`src/hdl/cle_pkg.sv`:
```
// Shared types and constants for the console line editor.
package cle_pkg;

  localparam int BUFFER_DEPTH = 256;
  localparam int CAP_MAX      = (BUFFER_DEPTH < 256) ? BUFFER_DEPTH : 256;
  localparam logic [8:0] CAP_LIMIT = 9'(CAP_MAX);
  localparam logic [8:0] CAP_RESET = 9'd256;

  localparam int QUEUE_DEPTH = 2;
  localparam int QPTR_W      = $clog2(QUEUE_DEPTH);

  localparam logic [7:0] CH_BS    = 8'd8;
  localparam logic [7:0] CH_LF    = 8'd10;
  localparam logic [7:0] CH_CR    = 8'd13;
  localparam logic [7:0] CH_SPACE = 8'd32;
  localparam logic [7:0] CH_DEL   = 8'd127;
  localparam logic [7:0] CH_NUL   = 8'd0;

  typedef enum logic [1:0] {
    CMD_NONE,
    CMD_CHAR,
    CMD_ERASE,
    CMD_EOL
  } cmd_kind_t;

  typedef struct packed {
    cmd_kind_t  kind;
    logic [7:0] ch;
    logic [7:0] pos;
  } cmd_t;

  typedef struct packed {
    logic valid;
    cmd_t cmd;
  } cmd_push_t;

endpackage

```
`src/hdl/cle_ifs.sv`:
```
// Channel interfaces for received bytes, echo words and configuration writes.
interface cle_rx_if;
  logic       valid;
  logic       ready;
  logic [7:0] rx_byte;
  modport source (output valid, output rx_byte, input ready);
  modport sink (input valid, input rx_byte, output ready);
endinterface

interface cle_tx_if;
  logic       valid;
  logic       ready;
  logic [7:0] echo_byte;
  logic       last_of_run;
  logic       buffer_write;
  logic [7:0] write_index;
  logic [7:0] write_char;
  logic       line_done;
  logic [7:0] line_length;
  modport source (output valid, output echo_byte, output last_of_run, output buffer_write,
                  output write_index, output write_char, output line_done,
                  output line_length, input ready);
  modport sink (input valid, input echo_byte, input last_of_run, input buffer_write,
                input write_index, input write_char, input line_done,
                input line_length, output ready);
endinterface

interface cle_cfg_if;
  logic       valid;
  logic       ready;
  logic [8:0] line_capacity;
  modport source (output valid, output line_capacity, input ready);
  modport sink (input valid, input line_capacity, output ready);
endinterface

```
`src/hdl/cle_front.sv`:
```
// Front end: accepts received bytes, tracks the cursor and classifies each byte.
module cle_front
  import cle_pkg::*;
(
  input  logic      clk,
  input  logic      rst,
  cle_rx_if.sink    rx,
  cle_cfg_if.sink   cfg,
  output cmd_push_t push,
  input  logic      push_ready
);

  logic [8:0] line_capacity;
  logic [8:0] cap_eff;
  logic [7:0] cursor;
  logic [7:0] cursor_next;
  cmd_kind_t  kind;

  always_comb begin
    cap_eff = (line_capacity > CAP_LIMIT) ? CAP_LIMIT : line_capacity;
    kind = CMD_NONE;
    cursor_next = cursor;
    if (rx.rx_byte == CH_CR || rx.rx_byte == CH_LF) begin
      kind = CMD_EOL;
      cursor_next = 8'd0;
    end else if (rx.rx_byte == CH_BS || rx.rx_byte == CH_DEL) begin
      if (cursor != 8'd0) begin
        kind = CMD_ERASE;
        cursor_next = cursor - 8'd1;
      end
    end else if (rx.rx_byte >= CH_SPACE && rx.rx_byte < CH_DEL &&
                 ({1'b0, cursor} + 9'd1) < cap_eff) begin
      kind = CMD_CHAR;
      cursor_next = cursor + 8'd1;
    end
  end

  assign rx.ready       = push_ready;
  assign cfg.ready      = 1'b1;
  assign push.valid     = rx.valid && push_ready && (kind != CMD_NONE);
  assign push.cmd.kind  = kind;
  assign push.cmd.ch    = rx.rx_byte;
  assign push.cmd.pos   = cursor;

  always_ff @(posedge clk) begin
    if (rst) begin
      line_capacity <= CAP_RESET;
      cursor <= 8'd0;
    end else begin
      if (cfg.valid && cfg.ready) begin
        line_capacity <= cfg.line_capacity;
      end
      if (rx.valid && rx.ready) begin
        cursor <= cursor_next;
      end
    end
  end

endmodule

```
`src/hdl/cle_queue.sv`:
```
// Short command queue between the front end and the echo back end.
module cle_queue
  import cle_pkg::*;
(
  input  logic      clk,
  input  logic      rst,
  input  cmd_push_t push,
  output logic      push_ready,
  output cmd_t      head,
  output logic      head_valid,
  input  logic      pop
);

  cmd_t              entries [QUEUE_DEPTH];
  logic [QPTR_W-1:0] wr_ptr;
  logic [QPTR_W-1:0] rd_ptr;
  logic [QPTR_W:0]   count;
  logic              do_push;
  logic              do_pop;

  assign push_ready = (count != (QPTR_W + 1)'(QUEUE_DEPTH));
  assign head_valid = (count != '0);
  assign head       = entries[rd_ptr];
  assign do_push    = push.valid && push_ready;
  assign do_pop     = pop && head_valid;

  always_ff @(posedge clk) begin
    if (do_push) begin
      entries[wr_ptr] <= push.cmd;
    end
  end

  always_ff @(posedge clk) begin
    if (rst) begin
      wr_ptr <= '0;
      rd_ptr <= '0;
      count <= '0;
    end else begin
      if (do_push) begin
        wr_ptr <= wr_ptr + 1'b1;
      end
      if (do_pop) begin
        rd_ptr <= rd_ptr + 1'b1;
      end
      case ({do_push, do_pop})
        2'b10:   count <= count + 1'b1;
        2'b01:   count <= count - 1'b1;
        default: count <= count;
      endcase
    end
  end

endmodule

```
`src/hdl/cle_back.sv`:
```
// Back end: expands each command into echo words through an output register.
module cle_back
  import cle_pkg::*;
(
  input  logic      clk,
  input  logic      rst,
  input  cmd_t      head,
  input  logic      head_valid,
  output logic      pop,
  cle_tx_if.source  tx
);

  logic [1:0] step;
  logic       valid;
  logic [7:0] echo_byte;
  logic       last_of_run;
  logic       buffer_write;
  logic [7:0] write_index;
  logic [7:0] write_char;
  logic       line_done;
  logic [7:0] line_length;

  logic [7:0] echo_byte_next;
  logic       last_of_run_next;
  logic       buffer_write_next;
  logic [7:0] write_index_next;
  logic [7:0] write_char_next;
  logic       line_done_next;
  logic [7:0] line_length_next;
  logic       load;

  always_comb begin
    echo_byte_next    = CH_NUL;
    last_of_run_next  = 1'b1;
    buffer_write_next = 1'b0;
    write_index_next  = 8'd0;
    write_char_next   = CH_NUL;
    line_done_next    = 1'b0;
    line_length_next  = 8'd0;
    unique case (head.kind)
      CMD_CHAR: begin
        echo_byte_next    = head.ch;
        buffer_write_next = 1'b1;
        write_index_next  = head.pos;
        write_char_next   = head.ch;
      end
      CMD_ERASE: begin
        echo_byte_next   = (step == 2'd1) ? CH_SPACE : CH_BS;
        last_of_run_next = (step == 2'd2);
      end
      CMD_EOL: begin
        if (step == 2'd0) begin
          echo_byte_next    = CH_CR;
          last_of_run_next  = 1'b0;
          buffer_write_next = 1'b1;
          write_index_next  = head.pos;
          line_done_next    = 1'b1;
          line_length_next  = head.pos;
        end else begin
          echo_byte_next = CH_LF;
        end
      end
      default: begin
        last_of_run_next = 1'b1;
      end
    endcase
  end

  assign load = !valid || tx.ready;
  assign pop  = load && head_valid && last_of_run_next;

  always_ff @(posedge clk) begin
    if (rst) begin
      valid <= 1'b0;
      step <= 2'd0;
    end else if (load) begin
      valid <= head_valid;
      if (head_valid) begin
        step <= last_of_run_next ? 2'd0 : step + 2'd1;
      end
    end
  end

  always_ff @(posedge clk) begin
    if (load && head_valid) begin
      echo_byte    <= echo_byte_next;
      last_of_run  <= last_of_run_next;
      buffer_write <= buffer_write_next;
      write_index  <= write_index_next;
      write_char   <= write_char_next;
      line_done    <= line_done_next;
      line_length  <= line_length_next;
    end
  end

  assign tx.valid        = valid;
  assign tx.echo_byte    = echo_byte;
  assign tx.last_of_run  = last_of_run;
  assign tx.buffer_write = buffer_write;
  assign tx.write_index  = write_index;
  assign tx.write_char   = write_char;
  assign tx.line_done    = line_done;
  assign tx.line_length  = line_length;

endmodule

```
`src/hdl/console_line_editor.sv`:
```
// Top level of the console line editor.
// Received bytes enter on rx and are taken one per cycle while the two-entry
// command queue has room; the cursor is updated as each byte is accepted, and
// bytes that cause no echo are consumed without entering the queue. The back
// end sends one echo word per cycle from its output register while tx is
// ready, so a printable byte gives one echo word, a line end two and an erase
// three; sustained throughput is set by that output stage. Configuration
// writes on cfg are always taken and set the line capacity for bytes accepted
// afterwards.
module console_line_editor
  import cle_pkg::*;
(
  input  logic      clk,
  input  logic      rst,
  cle_rx_if.sink    rx,
  cle_tx_if.source  tx,
  cle_cfg_if.sink   cfg
);

  cmd_push_t push;
  logic      push_ready;
  cmd_t      head;
  logic      head_valid;
  logic      pop;

  cle_front u_front (
    .clk        (clk),
    .rst        (rst),
    .rx         (rx),
    .cfg        (cfg),
    .push       (push),
    .push_ready (push_ready)
  );

  cle_queue u_queue (
    .clk        (clk),
    .rst        (rst),
    .push       (push),
    .push_ready (push_ready),
    .head       (head),
    .head_valid (head_valid),
    .pop        (pop)
  );

  cle_back u_back (
    .clk        (clk),
    .rst        (rst),
    .head       (head),
    .head_valid (head_valid),
    .pop        (pop),
    .tx         (tx)
  );

endmodule

```
`src/flat_wrapper.sv`:
```
// flat-port wrapper written by rule: the top's interface ports become plain ports
module console_line_editor_flat import cle_pkg::*;
  (clk, rst, rx_valid, rx_rx_byte, rx_ready, tx_valid, tx_echo_byte, tx_last_of_run, tx_buffer_write, tx_write_index, tx_write_char, tx_line_done, tx_line_length, tx_ready, cfg_valid, cfg_line_capacity, cfg_ready);
  cle_rx_if rx_i ();
  cle_tx_if tx_i ();
  cle_cfg_if cfg_i ();
  input  logic clk;
  input  logic rst;
  input wire logic [$bits(rx_i.valid)-1:0] rx_valid;
  input wire logic [$bits(rx_i.rx_byte)-1:0] rx_rx_byte;
  output wire logic [$bits(rx_i.ready)-1:0] rx_ready;
  output wire logic [$bits(tx_i.valid)-1:0] tx_valid;
  output wire logic [$bits(tx_i.echo_byte)-1:0] tx_echo_byte;
  output wire logic [$bits(tx_i.last_of_run)-1:0] tx_last_of_run;
  output wire logic [$bits(tx_i.buffer_write)-1:0] tx_buffer_write;
  output wire logic [$bits(tx_i.write_index)-1:0] tx_write_index;
  output wire logic [$bits(tx_i.write_char)-1:0] tx_write_char;
  output wire logic [$bits(tx_i.line_done)-1:0] tx_line_done;
  output wire logic [$bits(tx_i.line_length)-1:0] tx_line_length;
  input wire logic [$bits(tx_i.ready)-1:0] tx_ready;
  input wire logic [$bits(cfg_i.valid)-1:0] cfg_valid;
  input wire logic [$bits(cfg_i.line_capacity)-1:0] cfg_line_capacity;
  output wire logic [$bits(cfg_i.ready)-1:0] cfg_ready;
  assign rx_i.valid = rx_valid;
  assign rx_i.rx_byte = rx_rx_byte;
  assign rx_ready = rx_i.ready;
  assign tx_valid = tx_i.valid;
  assign tx_echo_byte = tx_i.echo_byte;
  assign tx_last_of_run = tx_i.last_of_run;
  assign tx_buffer_write = tx_i.buffer_write;
  assign tx_write_index = tx_i.write_index;
  assign tx_write_char = tx_i.write_char;
  assign tx_line_done = tx_i.line_done;
  assign tx_line_length = tx_i.line_length;
  assign tx_i.ready = tx_ready;
  assign cfg_i.valid = cfg_valid;
  assign cfg_i.line_capacity = cfg_line_capacity;
  assign cfg_ready = cfg_i.ready;
  console_line_editor u_core (.clk(clk), .rst(rst), .rx(rx_i), .tx(tx_i), .cfg(cfg_i));
endmodule
```
`config.mk`:
```
export PLATFORM = sky130hd
export DESIGN_NAME = console_line_editor_flat
export DESIGN_NICKNAME = d
export VERILOG_FILES = /design/src/hdl/cle_pkg.sv /design/src/hdl/cle_ifs.sv /design/src/hdl/cle_front.sv /design/src/hdl/cle_queue.sv /design/src/hdl/cle_back.sv /design/src/hdl/console_line_editor.sv /design/src/flat_wrapper.sv
export SDC_FILE = /design/constraint.sdc
export NUM_CORES = 1
export LEC_CHECK = 0
export BUFFER_PORTS_ARGS = -buffer_cell sky130_fd_sc_hd__buf_2
export CORE_MARGIN = 3
export CORE_UTILIZATION = 45
export CTS_BUF_LIST = sky130_fd_sc_hd__clkbuf_16
export CTS_CLUSTER_SIZE = 25
export DETAILED_ROUTE_END_ITERATION = 8
export GPL_TIMING_DRIVEN = 0
export PLACE_DENSITY = 0.67
export SLEW_MARGIN = 20
export SYNTH_ARGS = -nofsm -noshare
export SYNTH_HDL_FRONTEND = slang
export SYNTH_HIERARCHICAL = 1
export SYNTH_SLANG_ARGS = --single-unit
```
`constraint.sdc`:
```
create_clock -name clk -period 7.8 [get_ports clk]
set_clock_uncertainty 0.15 [all_clocks]
set_input_delay 0.39 -clock clk [delete_from_list [all_inputs] [get_ports clk]]
set_output_delay 0.39 -clock clk [all_outputs]
set_load 0.1 [all_outputs]
```
Word level (Yosys, flattened, before mapping)
Memories as Yosys holds them, arrays and structs flattened. A register that Yosys moved wholly into a read port is not among the register bits.
Cells that the tools add are included.
- add/sub/neg operators: 8
- magnitude comparators: 4
- equal/unequal tests: 13
- muxes and demuxes: 24
- reductions and logical operators: 20
- operators by type and width (kind ; count):
    8-bit two-way mux ; 5
    8-bit by 4-bit == test with 1-bit output (second input constant) ; 3
    8-bit one-hot mux with 3 select lines ; 1
    8-bit one-hot mux with 2 select lines ; 1
    8-bit by 1-bit adder with 9-bit output (second input constant) ; 1
    9-bit > comparator (second input constant) ; 1
    9-bit less-than comparator ; 1
    9-bit two-way mux ; 1
    8-bit by 1-bit adder with 8-bit output (second input constant) ; 1
    2-bit == test (second input constant) ; 4
    8-bit by 7-bit == test with 1-bit output (second input constant) ; 1
    8-bit by 6-bit >= comparator with 1-bit output (second input constant) ; 1
    1-bit logical AND ; 8
    8-bit by 7-bit less-than comparator with 1-bit output (second input constant) ; 1
    2-bit two-way mux ; 4
    8-bit nonzero test ; 1
    8-bit by 1-bit subtractor with 8-bit output (second input constant) ; 1
    1-bit two-way mux ; 7
    2-bit by 1-bit == test with 1-bit output (second input constant) ; 3
    6-bit two-way mux ; 1
    2-bit nonzero test ; 3
    2-bit by 1-bit adder with 2-bit output (second input constant) ; 2
    1-bit one-hot mux with 2 select lines ; 2
    2-bit one-hot mux with 2 select lines ; 1
    other kinds (11) ; 14
- register bits: 59
- bits in writable memories: 36
- input port bits: 22
- output and inout port bits: 38
- logic and storage cells: 84
- memories kept: 1
- memory list (name ; words ; width ; rd ports ; clocked after memory_dff ; wr ports ; RTL line ; source):
    u_core.u_queue.entries ; 2 ; 18 ; 1 ; 1 ; 1 ; cle_queue.sv:14 ; cmd_t entries [QUEUE_DEPTH];

Longest topological paths before layout
- depth in word-level cells: 12
- mapped depth: 16
- mapped depth without buffers: 16

Hierarchy
Netlist, hierarchy kept.
- by module, submodules not included (module ; instances ; cells each ; area each (um^2) ; sequential area each (um^2)):
    cle_queue ; 1 ; 80 ; 1516.5 ; 1181.1
    cle_front ; 1 ; 182 ; 1491.4 ; 340.3
    cle_back ; 1 ; 98 ; 1487.7 ; 1111.1

Least setup slack after synthesis
Ideal clock, no wire load.
- kind: input to register
- start: input rx_rx_byte[4]
- end: register u_core.u_front.cursor[7]
- setup time: 92 ps
- arrival time: 3194 ps
- required time: 7558 ps
- setup slack: 4364 ps
- stages on the path: 10
- path buffers: 0
- cell sequence: or4_1 -> or4_4 -> nand2_1 -> ha_1 -> a211oi_1 -> nor3_1 -> a2111oi_0 -> xnor2_1 -> or3_1 -> o32ai_1
- cells in the longest elaborated chain, start to end: 5
- elaborated cells between the ends (all ways): 15
- those cells by class: order compare (2); eq/ne (5); mux (2); reduce/logical (6)
- RTL lines (what ; RTL line ; source):
    start: declaration ; flat_wrapper.sv:10 ; input wire logic [$bits(rx_i.rx_byte)-1:0] rx_rx_byte;
    8-bit by 6-bit >= comparator with 1-bit output or 8-bit by 7-bit less-than comparator with 1-bit output (tied branches) ; cle_front.sv:31 ; end else if (rx.rx_byte >= CH_SPACE && rx.rx_byte < CH_DEL &&
    1-bit logical AND (2 in a row) ; cle_front.sv:31 ;
    3-bit nonzero test (no line) ; n/a ;
    3-bit AND reduction (no line) ; n/a ;
    end signal: assignment ; cle_front.sv:54 ; cursor <= cursor_next;
    end: declaration ; cle_front.sv:15 ; logic [7:0] cursor;
Several ways; a longest one is shown, not always the timed one.
A chain may end at the register's enable or synchronous reset.

==> flow_summary.toml <==
[yosys]
synthesis.nets = 403
yosysSeqAreaShare_pct = 58.56
yosysUniqueCellTypes = 57
synth_edf_count = 71
synth_top_area_share_pct = 47.43
yosys-top-cells-area = "edfxtp_1, dfxtp_1, ha_1"
yosysWarnings = 6
async_reset_ff_share_pct = 0
synthFlopType = "edfxtp_1"
syn_avg_cell_area_um2 = 12.49
netlist_area_um2 = 4496
postSynthCellCount = 360
synthTopCellsByCount = "edfxtp_1, and2_1, dfxtp_1"
ys_seq_elements = 96
synth.most_common_cell = "edfxtp_1"
synth_top_cell_by_area = "edfxtp_1"

[route]
post_drt_wl_per_cell_um = 14.55
drtPass1Iterations = 4
vias_per_cell = 5.222
drt-initial-drc-count = 112
routed_wl_um = 8194
via_count = 2940
drc_errors = 0
ant_nets = 0

[worst_setup_path]
worstPathArrival_ps = 3830
reg2reg_depth = 11
critPathCaptureType = "register"
crit_start = "u_core/u_front/cursor[0]"
critPathLaunchType = "register"
critical_path_class = "reg -> reg"
worstPathRequired_ps = 7610
cp_max_fo = 18
r2r_start = "u_core/u_front/cursor[0]"

[finish]
drive_gt1_share_pct = 27.88
multi_input_area_um2 = 1680
nFillCells = 827
final_util_pct = 55.50
diodes = 0
final_nets = 472
syn_to_final_growth_pct = 16.78
final-seq-area_um2 = 2633
finish.instance_area_um2 = 5250
stdcell_count = 563

[flow_run]
cap_violations = 0

[timing]
setup_viol = 0
tightest_slew_ps = 862.6
setup_tns_ps = 0
min_period_ps = 4016
timing.hold.ws_ps = 124.8
worst_slack_ps = 3784
rsz0062_at_grt = "false"
finalHoldViolations = 0
max_freq_mhz = 249.0
post-route-period-util_pct = 51.49
drv_slew = 0
max-slew-margin-rel_pct = 42.50

[die]
start_util_pct = 47.53
die_w_um = 106.0
num_rows = 35
io_pins = 60
die_h_um = 106.0
dieArea_um2 = 11230
core_um2 = 9459

[cts]
ctsHtreeMaxLevel = 3
clockBufferDepth = 2
post_cts_resized = 0
clkLatencyLatePin_ps = 340
cts.sinks = 96
holdBufCountCts = 0
cts_buffers = 9
clk_pin_slew_ps = 70
cts_tree = "yes"
cts_root_buffer = "clkbuf_16"
cts_setup_buffers = 0

[placed_design]
dpl_cell_area_um2 = 4964
gp_congestion = 0.8111
place_ws_ps = 3835
dp_cells = 547
dpl.hpwl_um = 5816
io_buffers = 57

[power]
vdd_drop_max_v = 0.0001360
power.density_nw_per_um2 = 238.5
total_power_mw = 1.252
leakage_nw = 2.026

[grt]
grt_max_degree = 37
grt_first_pass_wirelength_um = 13090
first_global_vias = 2753
overflow = 0
grt_usage_pct = 14.80
grt_antenna_before_repair = 0

[worst_hold_path]
hold_class = "in -> reg"
min_path_cells = 3
hold_start = "cfg_line_capacity[8]"

[outcome]
status = "complete, no violations"
## cell type report
class / instances / share of cell area, %
Clock buffer: 9 / 4.290
Timing Repair Buffer: 58 / 5.815
Tap cell: 129 / 3.074
Clock inverter: 7 / 1.168
Inverter: 12 / 0.8580
Multi-Input combinational cell: 232 / 32.01
Sequential cell: 96 / 50.14
Buffer: 20 / 2.645
## layout by cell type (no fill, tap or decap), types with 4 or more instances in the layout
cell,netlist,final
xor2_1,6,6
buf_4,10,10
inv_1,11,11
nand3_1,5,5
buf_2,4,61
and2_1,31,30
edfxtp_1,71,71
nand2b_1,5,5
o21ai_0,14,14
and3_1,4,4
xnor2_1,8,8
a21oi_1,16,16
ha_1,20,20
nand2_1,21,21
nor2_1,17,17
mux2i_1,8,8
dfxtp_1,25,25
or4_1,6,6
mux2_2,18,18
clkbuf_16,0,9
## flip-flops by register name, summed over array words and instances, names as in the netlist, 2 cells and up, named ones only
name                          count
u_core/u_front/cursor             8
u_core/u_front/line_capacity      9
u_core/u_queue/count              2
u_core/u_back/step                2
u_core/u_queue/entries           36
u_core/u_back/tx.line_length      8
u_core/u_back/tx.echo_byte        8
u_core/u_back/tx.write_char       8
u_core/u_back/tx.write_index      8
## report_power, final
part	total (mW)	leakage (nW)	internal, mW	switching [mW]
combinational	0.241	1.04	0.0503	0.190
sequential	0.594	0.849	0.585	0.00969
clock	0.417	0.140	0.223	0.194
## cell families (layout without fill, tap and decap cells)
| group | after synthesis | after routing | share of synthesized area [%] |
|---|---|---|---|
| buf+inv | 32 | 106 | 4.091 |
| compound gates | 56 | 56 | 8.043 |
| other cells | 1 | 1 | 0.08342 |
| simple gates | 114 | 114 | 14.19 |
| flops | 96 | 96 | 58.56 |
| xor+xnor | 14 | 14 | 2.728 |
| fa+ha+maj | 21 | 21 | 6.012 |
| mux | 26 | 26 | 6.290 |
## layer usage
layer	up-vias	wire length [um]	part of all wire (%)	track usage, %
met1	1410	3667	45	18.16
met4	0	172	2.1	5.735
li1	1441	-	-	-
met3	14	321	3.9	3.036
met2	75	4033	49	25.64
met5	-	0	0	0
## final timing paths
path,to,slack (ps)
min reg2reg,u_core/u_front/line_capacity[4],350
max reg2reg,u_core/u_queue/entries[1][1],3780
min,u_core/u_front/line_capacity[8],120
max,u_core/u_queue/entries[1][1],3780
## worst max-delay path, cell delays in order (launching register included)
cell and delay (ps):
dfxtp_1 530, inv_1 150, nor3_1 260, nand4_1 150, xnor2_1 170, ha_1 330, a21o_1 200, a221oi_1 440
and3_1 280, o21ai_1 120, inv_1 110, and3_1 730
No activity file was read; power rests on OpenSTA's default activity.
